## config.mk

```make
export PLATFORM = sky130hd
export DESIGN_NAME = stsr_ctrl_flat
export DESIGN_NICKNAME = d
export VERILOG_FILES = /design/src/rtl/stsr_pkg.sv /design/src/rtl/stsr_if.sv /design/src/rtl/stsr_ctrl.sv /design/src/flat_wrapper.sv
export VERILOG_INCLUDE_DIRS = /design/src /design/src/rtl
export SDC_FILE = /design/constraint.sdc
export NUM_CORES = 1
export LEC_CHECK = 0
export BUFFER_PORTS_ARGS = -buffer_cell sky130_fd_sc_hd__clkbuf_2
export CAP_MARGIN = 5
export CELL_PAD_IN_SITES_DETAIL_PLACEMENT = 1
export CELL_PAD_IN_SITES_GLOBAL_PLACEMENT = 2
export CORE_ASPECT_RATIO = 1.75
export CORE_MARGIN = 8
export CORE_UTILIZATION = 33
export CTS_CLUSTER_DIAMETER = 200
export DETAILED_ROUTE_END_ITERATION = 10
export PLACE_DENSITY = 0.88
export SETUP_SLACK_MARGIN = 0.15
export SLEW_MARGIN = 40
export SYNTH_ARGS = -nofsm -noshare
export SYNTH_HDL_FRONTEND = slang
export SYNTH_SLANG_ARGS = --single-unit
```

## constraint.sdc

```tcl
create_clock -name i_clk -period 12.8 [get_ports i_clk]
set_input_delay 0.64 -clock i_clk [delete_from_list [all_inputs] [get_ports i_clk]]
set_output_delay 0.64 -clock i_clk [all_outputs]
set_load 0.005 [all_outputs]
```

## src/rtl/sorted_table_insert_remove_search_top_assert.svh

```systemverilog
// Assertion macros shared by the sorted table RTL.
// Define NO_ASSERTIONS to compile every macro to nothing.
`ifndef SORTED_TABLE_INSERT_REMOVE_SEARCH_TOP_ASSERT_SVH
`define SORTED_TABLE_INSERT_REMOVE_SEARCH_TOP_ASSERT_SVH
`ifndef NO_ASSERTIONS
// Same-cycle implication, disabled while reset is held
`define STSR_ASSERT_IMPLY(label, clk, rst_n, ante, cons) \
    label: assert property (@(posedge clk) disable iff (!rst_n) (ante) |-> (cons)) \
        else $error("stsr: same-cycle check failed");
// Next-cycle implication, disabled while reset is held
`define STSR_ASSERT_NEXT(label, clk, rst_n, ante, cons) \
    label: assert property (@(posedge clk) disable iff (!rst_n) (ante) |=> (cons)) \
        else $error("stsr: next-cycle check failed");
`else
`define STSR_ASSERT_IMPLY(label, clk, rst_n, ante, cons)
`define STSR_ASSERT_NEXT(label, clk, rst_n, ante, cons)
`endif
`endif

```

## src/rtl/stsr_pkg.sv

```systemverilog
// Package for the sorted table: sizes, operation codes and the structs
// passed between the controller and the cell chain. No dependencies.
package stsr_pkg;

    localparam int CAPACITY    = 128;
    localparam int IW          = $clog2(CAPACITY);
    localparam int CW          = $clog2(CAPACITY + 1);
    localparam int KEY_W       = 32;
    localparam int POS_W       = 7;
    localparam int CNT_W       = 8;
    localparam int GROUP_SIZE  = 16;
    localparam int NUM_GROUPS  = (CAPACITY + GROUP_SIZE - 1) / GROUP_SIZE;

    localparam logic [1:0] OP_INSERT = 2'd0;
    localparam logic [1:0] OP_REMOVE = 2'd1;
    localparam logic [1:0] OP_SEARCH = 2'd2;

    // Broadcast from the controller to every cell
    typedef struct packed {
        logic                    shift_ins;
        logic                    shift_rem;
        logic signed [KEY_W-1:0] key;
        logic signed [KEY_W-1:0] value;
        logic [POS_W-1:0]        pos;
        logic [CW-1:0]           count;
        logic [IW-1:0]           mid;
    } t_bcast;

    // Per-cell compare flags against the broadcast value
    typedef struct packed {
        logic [CAPACITY-1:0] lt;
        logic [CAPACITY-1:0] gt;
    } t_flags;

    typedef struct packed {
        logic                    ok;
        logic signed [KEY_W-1:0] found_key;
        logic signed [KEY_W-1:0] found_value;
        logic [POS_W-1:0]        found_position;
        logic [CNT_W-1:0]        entry_count;
    } t_result;

endpackage

```

## src/rtl/stsr_if.sv

```systemverilog
// Handshake interfaces for the sorted table's request and result channels.
// Depends on stsr_pkg for field widths.
interface stsr_in_if;
    import stsr_pkg::*;
    logic                    valid;
    logic                    ready;
    logic [1:0]              op;
    logic signed [KEY_W-1:0] entry_key;
    logic signed [KEY_W-1:0] entry_value;
    logic [POS_W-1:0]        position;

    modport source (output valid, op, entry_key, entry_value, position, input ready);
    modport sink   (input valid, op, entry_key, entry_value, position, output ready);
endinterface

interface stsr_out_if;
    import stsr_pkg::*;
    logic                    valid;
    logic                    ready;
    logic                    ok;
    logic signed [KEY_W-1:0] found_key;
    logic signed [KEY_W-1:0] found_value;
    logic [POS_W-1:0]        found_position;
    logic [CNT_W-1:0]        entry_count;

    modport source (output valid, ok, found_key, found_value, found_position, entry_count,
                    input ready);
    modport sink   (input valid, ok, found_key, found_value, found_position, entry_count,
                    output ready);
endinterface

```

## src/rtl/stsr_ctrl.sv

```systemverilog
// Sequencer for the sorted table: takes transactions, drives the cell
// broadcast, steps the binary search and holds results. Uses stsr_pkg.
`include "sorted_table_insert_remove_search_top_assert.svh"
module stsr_ctrl (
    input  logic                              i_clk,
    input  logic                              i_rst_n,
    stsr_in_if.sink                           i_in,
    stsr_out_if.source                        o_out,
    output stsr_pkg::t_bcast                  o_bcast,
    input  stsr_pkg::t_flags                  i_flags,
    input  logic signed [stsr_pkg::KEY_W-1:0] i_found_key
);
    import stsr_pkg::*;

    localparam logic [2:0] S_IDLE    = 3'd0;
    localparam logic [2:0] S_EXEC    = 3'd1;
    localparam logic [2:0] S_SEARCH  = 3'd2;
    localparam logic [2:0] S_READ    = 3'd3;
    localparam logic [2:0] S_COLLECT = 3'd4;
    localparam logic [2:0] S_DONE    = 3'd5;

    logic [2:0]              r_state,     n_state;
    logic [1:0]              r_op,        n_op;
    logic signed [KEY_W-1:0] r_key,       n_key;
    logic signed [KEY_W-1:0] r_value,     n_value;
    logic [POS_W-1:0]        r_pos,       n_pos;
    logic [CW-1:0]           r_count,     n_count;
    logic [CW-1:0]           r_lo,        n_lo;
    logic [CW-1:0]           r_hi_ex,     n_hi_ex;
    logic [IW-1:0]           r_mid,       n_mid;
    logic                    r_out_valid, n_out_valid;
    t_result                 r_out,       n_out;
    t_result                 r_pend,      n_pend;

    logic          w_accept;
    logic          w_slot_free;
    logic          w_not_full;
    logic          w_pos_ok;
    logic          w_shift_ins;
    logic          w_shift_rem;
    logic [CW:0]   w_sum;
    logic [IW-1:0] w_mid;
    logic          w_finish;
    t_result       w_res;
    logic [31:0]   w_mid32;

    assign w_accept    = i_in.valid && i_in.ready;
    assign w_slot_free = !r_out_valid || o_out.ready;
    assign w_not_full  = 32'(r_count) < CAPACITY;
    assign w_pos_ok    = 32'(r_pos) < 32'(r_count);
    assign w_shift_ins = (r_state == S_EXEC) && (r_op == OP_INSERT) && w_not_full;
    assign w_shift_rem = (r_state == S_EXEC) && (r_op == OP_REMOVE) && w_pos_ok;

    // Midpoint floor((lo + hi) / 2) with hi = hi_ex - 1
    assign w_sum = (CW+1)'(r_lo) + (CW+1)'(r_hi_ex) - (CW+1)'(1);
    assign w_mid = w_sum[IW:1];

    // Next state, search bounds and result
    always_comb begin
        n_state     = r_state;
        n_op        = r_op;
        n_key       = r_key;
        n_value     = r_value;
        n_pos       = r_pos;
        n_count     = r_count;
        n_lo        = r_lo;
        n_hi_ex     = r_hi_ex;
        n_mid       = r_mid;
        n_out       = r_out;
        n_pend      = r_pend;
        n_out_valid = r_out_valid;
        w_finish    = 1'b0;
        w_res       = '0;

        // Drop the output once taken
        if (r_out_valid && o_out.ready) begin
            n_out_valid = 1'b0;
        end

        unique case (r_state)
            S_IDLE: begin
                if (w_accept) begin
                    n_op    = i_in.op;
                    n_key   = i_in.entry_key;
                    n_value = i_in.entry_value;
                    n_pos   = i_in.position;
                    n_state = S_EXEC;
                end
            end
            S_EXEC: begin
                unique case (r_op)
                    OP_INSERT: begin
                        w_finish = 1'b1;
                        w_res.ok = w_not_full;
                        if (w_not_full) begin
                            n_count = r_count + CW'(1);
                        end
                    end
                    OP_REMOVE: begin
                        w_finish = 1'b1;
                        w_res.ok = w_pos_ok;
                        if (w_pos_ok) begin
                            n_count = r_count - CW'(1);
                        end
                    end
                    OP_SEARCH: begin
                        n_lo    = '0;
                        n_hi_ex = r_count;
                        n_state = S_SEARCH;
                    end
                    default: begin
                        w_finish = 1'b1;
                    end
                endcase
            end
            S_SEARCH: begin
                if (r_lo >= r_hi_ex) begin
                    w_finish = 1'b1;
                end else if (i_flags.lt[w_mid]) begin
                    n_lo = CW'(w_mid) + CW'(1);
                end else if (i_flags.gt[w_mid]) begin
                    n_hi_ex = CW'(w_mid);
                end else begin
                    n_mid   = w_mid;
                    n_state = S_READ;
                end
            end
            S_READ: begin
                n_state = S_COLLECT;
            end
            S_COLLECT: begin
                w_finish          = 1'b1;
                w_res.ok          = 1'b1;
                w_res.found_key   = i_found_key;
                w_res.found_value = r_value;
                w_res.found_position = w_mid32[POS_W-1:0];
            end
            S_DONE: begin
                if (w_slot_free) begin
                    n_out       = r_pend;
                    n_out_valid = 1'b1;
                    n_state     = S_IDLE;
                end
            end
            default: begin
                n_state = S_IDLE;
            end
        endcase

        // Hand the result to the output register, or hold it until free
        w_res.entry_count = CNT_W'(n_count);
        if (w_finish) begin
            if (w_slot_free) begin
                n_out       = w_res;
                n_out_valid = 1'b1;
                n_state     = S_IDLE;
            end else begin
                n_pend  = w_res;
                n_state = S_DONE;
            end
        end
    end

    assign w_mid32 = 32'(r_mid);

    // Control state
    always_ff @(posedge i_clk) begin
        if (!i_rst_n) begin
            r_state     <= S_IDLE;
            r_count     <= '0;
            r_out_valid <= 1'b0;
        end else begin
            r_state     <= n_state;
            r_count     <= n_count;
            r_out_valid <= n_out_valid;
        end
    end

    // Transaction payload, search bounds and results
    always_ff @(posedge i_clk) begin
        r_op    <= n_op;
        r_key   <= n_key;
        r_value <= n_value;
        r_pos   <= n_pos;
        r_lo    <= n_lo;
        r_hi_ex <= n_hi_ex;
        r_mid   <= n_mid;
        r_out   <= n_out;
        r_pend  <= n_pend;
    end

    // Broadcast to the cells
    always_comb begin
        o_bcast.shift_ins = w_shift_ins;
        o_bcast.shift_rem = w_shift_rem;
        o_bcast.key       = r_key;
        o_bcast.value     = r_value;
        o_bcast.pos       = r_pos;
        o_bcast.count     = r_count;
        o_bcast.mid       = r_mid;
    end

    assign i_in.ready           = (r_state == S_IDLE);
    assign o_out.valid          = r_out_valid;
    assign o_out.ok             = r_out.ok;
    assign o_out.found_key      = r_out.found_key;
    assign o_out.found_value    = r_out.found_value;
    assign o_out.found_position = r_out.found_position;
    assign o_out.entry_count    = r_out.entry_count;

    `STSR_ASSERT_NEXT(a_accept_starts, i_clk, i_rst_n, w_accept, r_state == S_EXEC)
    `STSR_ASSERT_NEXT(a_insert_grows, i_clk, i_rst_n, w_shift_ins, r_count == $past(r_count) + CW'(1))
    `STSR_ASSERT_NEXT(a_remove_shrinks, i_clk, i_rst_n, w_shift_rem, r_count == $past(r_count) - CW'(1))
    `STSR_ASSERT_IMPLY(a_bounds_ordered, i_clk, i_rst_n, r_state == S_SEARCH, r_hi_ex <= r_count)

endmodule

```

## src/flat_wrapper.sv

```systemverilog
// flat-port wrapper written by rule: the top's interface ports become plain ports
module stsr_ctrl_flat import stsr_pkg::*;
  (i_clk, i_rst_n, o_bcast, i_flags, i_found_key, i_in_valid, i_in_op, i_in_entry_key, i_in_entry_value, i_in_position, i_in_ready, o_out_valid, o_out_ok, o_out_found_key, o_out_found_value, o_out_found_position, o_out_entry_count, o_out_ready);
  stsr_in_if i_in_i ();
  stsr_out_if o_out_i ();
  input  logic i_clk;
  input  logic i_rst_n;
  output stsr_pkg::t_bcast o_bcast;
  input  stsr_pkg::t_flags i_flags;
  input  logic signed [stsr_pkg::KEY_W-1:0] i_found_key;
  input wire logic [$bits(i_in_i.valid)-1:0] i_in_valid;
  input wire logic [$bits(i_in_i.op)-1:0] i_in_op;
  input wire logic [$bits(i_in_i.entry_key)-1:0] i_in_entry_key;
  input wire logic [$bits(i_in_i.entry_value)-1:0] i_in_entry_value;
  input wire logic [$bits(i_in_i.position)-1:0] i_in_position;
  output wire logic [$bits(i_in_i.ready)-1:0] i_in_ready;
  output wire logic [$bits(o_out_i.valid)-1:0] o_out_valid;
  output wire logic [$bits(o_out_i.ok)-1:0] o_out_ok;
  output wire logic [$bits(o_out_i.found_key)-1:0] o_out_found_key;
  output wire logic [$bits(o_out_i.found_value)-1:0] o_out_found_value;
  output wire logic [$bits(o_out_i.found_position)-1:0] o_out_found_position;
  output wire logic [$bits(o_out_i.entry_count)-1:0] o_out_entry_count;
  input wire logic [$bits(o_out_i.ready)-1:0] o_out_ready;
  assign i_in_i.valid = i_in_valid;
  assign i_in_i.op = i_in_op;
  assign i_in_i.entry_key = i_in_entry_key;
  assign i_in_i.entry_value = i_in_entry_value;
  assign i_in_i.position = i_in_position;
  assign i_in_ready = i_in_i.ready;
  assign o_out_valid = o_out_i.valid;
  assign o_out_ok = o_out_i.ok;
  assign o_out_found_key = o_out_i.found_key;
  assign o_out_found_value = o_out_i.found_value;
  assign o_out_found_position = o_out_i.found_position;
  assign o_out_entry_count = o_out_i.entry_count;
  assign o_out_i.ready = o_out_ready;
  stsr_ctrl u_core (.i_clk(i_clk), .i_rst_n(i_rst_n), .i_in(i_in_i), .o_out(o_out_i), .o_bcast(o_bcast), .i_flags(i_flags), .i_found_key(i_found_key));
endmodule
```

==> impl_summary.log <==
[metrics] number of CTS-inserted buffers: 25
[metrics] number of standard-cell rows in the floorplan: 96
[metrics] cells after synthesis: 932
[metrics] transition time at the pin with the least slew margin: 817 ps
[metrics] ratio of cells with drive above 1 in the final layout: 46.0%
[metrics] leading cell type in the layout, fill and taps excluded: sky130_fd_sc_hd__clkbuf_2
[metrics] Worst Setup Slack post-DPL: 7760 ps
[metrics] critical path capture point type: flip-flop
[metrics] GR Util met1: 19.9%
[metrics] unrepaired setup endpoints after global routing: false
[metrics] met2 routing resource usage after global routing: 38.2%
[metrics] Area growth, synth to finish: 31.3%
[metrics] TritonCTS clock tree: yes
[metrics] Final GP Congestion: 0.871
[metrics] maximum fanout encountered on the critical timing path: 37
[metrics] Die Ht: 278 um
[metrics] post-synthesis sequential element count: 268
[metrics] Final HPWL DP: 37300 um
[metrics] hold-critical path depth: 1
[metrics] standby leakage power: 7.83 nW
[metrics] initial cell density of the core: 33.2%
[metrics] clock tree root buffer cell: sky130_fd_sc_hd__clkbuf_16
[metrics] routed vias: 9976
[metrics] Net Count, Synth: 1327
[metrics] Mapped Avg Cell Area: 13.9 um2
[metrics] final setup skew: 22.0 ps
[metrics] top_reg_cell synth: sky130_fd_sc_hd__edfxtp_1
[metrics] top achievable clock speed: 210 MHz
[metrics] final period utilization: 37.2%
[metrics] most congested layer reported by global routing: met2
[metrics] Clock Latency Late Sink: 540 ps
[metrics] initial antenna violation count: 2
[metrics] via count of the first global-routing pass: 11600
[metrics] P per Cell Area: 353 nW/um2
[metrics] post-cts resize count: 0
[metrics] Worst Slack Setup Final: 8040 ps
[metrics] Total Routed Length: 46900 um
[metrics] final routed wire length divided by cell count: 24.0 um
[metrics] Final setup violation count: 0
[metrics] Reg clk slew, reported paths: 70 ps
[metrics] Sum Neg Setup Slack: 0 ps
[metrics] total count of max-transition violations in the final report: 0
[metrics] largest buffer count on any clock path: 3
[metrics] die width: 166 um
[metrics] cell type with the largest total area after synthesis: sky130_fd_sc_hd__edfxtp_1
[metrics] Hold WC Path Type: primary input to flip-flop
[metrics] TritonCTS sink count: 268
[metrics] Arrival @ worst endpoint: 4920 ps
[metrics] Cell Area, Synth: 13000 um2
[metrics] global routing usage summed across all routing layers: 19.6%
[metrics] Ports: 535
[metrics] drc violations: 0
[metrics] final hold slack: 268 ps
[metrics] Slew headroom: 45.5%
[metrics] Ys Warns: 0
[metrics] number of synthesized flops with an enable pin: 176
[metrics] data required time at the worst endpoint: 12970 ps
[metrics] cells on worst reg2reg path: 16
[metrics] remaining antenna violation count after routing: 0
[metrics] die footprint: 46200 um2
[metrics] leading cell types in the layout, fill and taps excluded: 534 x sky130_fd_sc_hd__clkbuf_2, 176 x sky130_fd_sc_hd__edfxtp_1, 143 x sky130_fd_sc_hd__mux2i_1
[metrics] detail-routed via count per cell: 5.10
[metrics] top cells by area, synth: sky130_fd_sc_hd__edfxtp_1 41%, sky130_fd_sc_hd__dfxtp_1 14%, sky130_fd_sc_hd__mux4_2 11%
[metrics] final number of hold-violating endpoints: 0
[metrics] global-route wire length before repair: 69900 um
[metrics] fraction of registers with async set or reset after synthesis: 0%
[metrics] maximum number of pins on one net before global-route repair: 70
[metrics] critical path launch point type: flip-flop
[metrics] critical setup path kind: flip-flop to flip-flop
[metrics] Max H-tree Level: 1
[metrics] placeable core region: 39000 um2
[metrics] share of the core filled with cells in the final layout: 43.6%
[metrics] Cell variety after synth: 53
[metrics] result of the run: completed
[metrics] number of DRC markers in iteration 0: 349
[metrics] share of the synthesized area in the top cell type: 40.7%
[metrics] total global routing overflow: 0
[metrics] worst IR drop on VDD: 472 uV
[metrics] fraction of the yosys area taken by sequential cells: 54.9%
[metrics] number of buffers inserted by port buffering: 534
[metrics] met3 Resource Use GR: 4.07%
[metrics] number of buffers inserted by hold repair at cts: 0
[metrics] number of max-capacitance violations reported: 0
[metrics] DRT Pass-1 Iters: 4
[metrics] final worst path period need: 4760 ps
[metrics] final-stage net count: 1840
[metrics] Post CTS Setup Buffer Count: 0
==> state kept, by name (all words and copies together), names as in the netlist <==
register                     cells
u_core.r_pos                     7
u_core.o_out.valid               1
u_core.o_out.ok                  1
u_core.r_state                   3
u_core.o_out.found_position      7
u_core.o_out.entry_count         8
u_core.r_op                      2
u_core.r_value                  32
u_core.o_out.found_key          32
u_core.r_key                    32
u_core.r_count                   8
u_core.r_hi_ex                   8
u_core.r_mid                     7
u_core.r_lo                      8
u_core.r_pend                   80
u_core.o_out.found_value        32
==> per-layer routing <==
metal | vias up | part of all wire (%)
met5 | - | 0
met4 | 0 | 3.7
met3 | 70 | 5.9
met2 | 414 | 55
met1 | 4914 | 35
li1 | 4578 | -
==> critical path, stage by stage, from the launching register on <==
cell and delay (ps):
sky130_fd_sc_hd__edfxtp_1 380, sky130_fd_sc_hd__inv_1 90, sky130_fd_sc_hd__ha_1 240, sky130_fd_sc_hd__inv_1 90, sky130_fd_sc_hd__ha_4 130, sky130_fd_sc_hd__inv_1 50
sky130_fd_sc_hd__fa_2 400, sky130_fd_sc_hd__xor2_1 340, sky130_fd_sc_hd__xnor2_4 150, sky130_fd_sc_hd__buf_4 530, sky130_fd_sc_hd__mux2i_1 390, sky130_fd_sc_hd__mux2i_1 120
sky130_fd_sc_hd__mux2i_1 140, sky130_fd_sc_hd__mux2i_1 80, sky130_fd_sc_hd__mux2_2 310, sky130_fd_sc_hd__or3b_1 380, sky130_fd_sc_hd__nor2_1 520
==> cell type report <==
type,instances,area (um2)
Fill cell,4302,22000
Sequential cell,268,7130
Clock buffer,29,641
Antenna cell,1,2.50
Timing Repair Buffer,549,2830
Multi-Input combinational cell,555,5500
Tap cell,490,613
Clock inverter,17,149
Inverter,46,173
==> worst paths after layout <==
check	slack, ps	from	end
max	8040	u_core.r_hi_ex[1]$_DFFE_PP_	u_core.r_mid[0]$_DFFE_PP_
min	270	i_in_entry_key[14]	u_core.r_key[14]$_DFFE_PP_
max reg2reg	8040	u_core.r_hi_ex[1]$_DFFE_PP_	u_core.r_mid[0]$_DFFE_PP_
min reg2reg	520	u_core.r_pend[11]$_DFFE_PP_	u_core.o_out.found_position[3]$_DFF_P_
==> stage by stage <==
step                      power (W)  instance area (um2)  cells
after floorplan             0.00421                13000    932
after global placement      0.00524                16200   1905
after detailed placement    0.00542                16200   1907
after CTS                   0.00616                17000   1953
after global routing        0.00648                17000   1955
final                       0.00602                17000   1955
==> report_power, final <==
group	total (W)	internal (W)	switching (W)
logic	0.00393	0.00188	0.00204
registers	0.00136	0.00122	0.000138
clock network	0.000734	0.000402	0.000331
total	0.00602	0.00351	0.00251
==> synthesized netlist by cell type, drive strengths merged (3+ instances only) <==
cell and n:
a21o 5, xnor2 14, buf 24, inv 46
nand2 18, a31oi 3, mux4 64, o2bb2ai 71
dfxtp 92, or3 3, nand3 5, nand2b 6
and2 77, xor2 4, nor2 31, ha 29
clkbuf 39, edfxtp 176, o21ai 16, mux2 11
a21oi 14, nor3 10, mux2i 143
==> cells by family after synthesis <==
group                    Yosys count  synth area share (%)
adder cells (fa/ha/maj)           30                  2.95
XOR/XNOR                          18                  1.27
AO/OA/AOI/OAI                    126                  7.50
AND/OR/NAND/NOR                  163                  6.84
flip-flops                       268                  54.9
multiplexers                     218                  23.1
buffers and inverters            109                  3.40
Power figures use the tool's default switching activity.
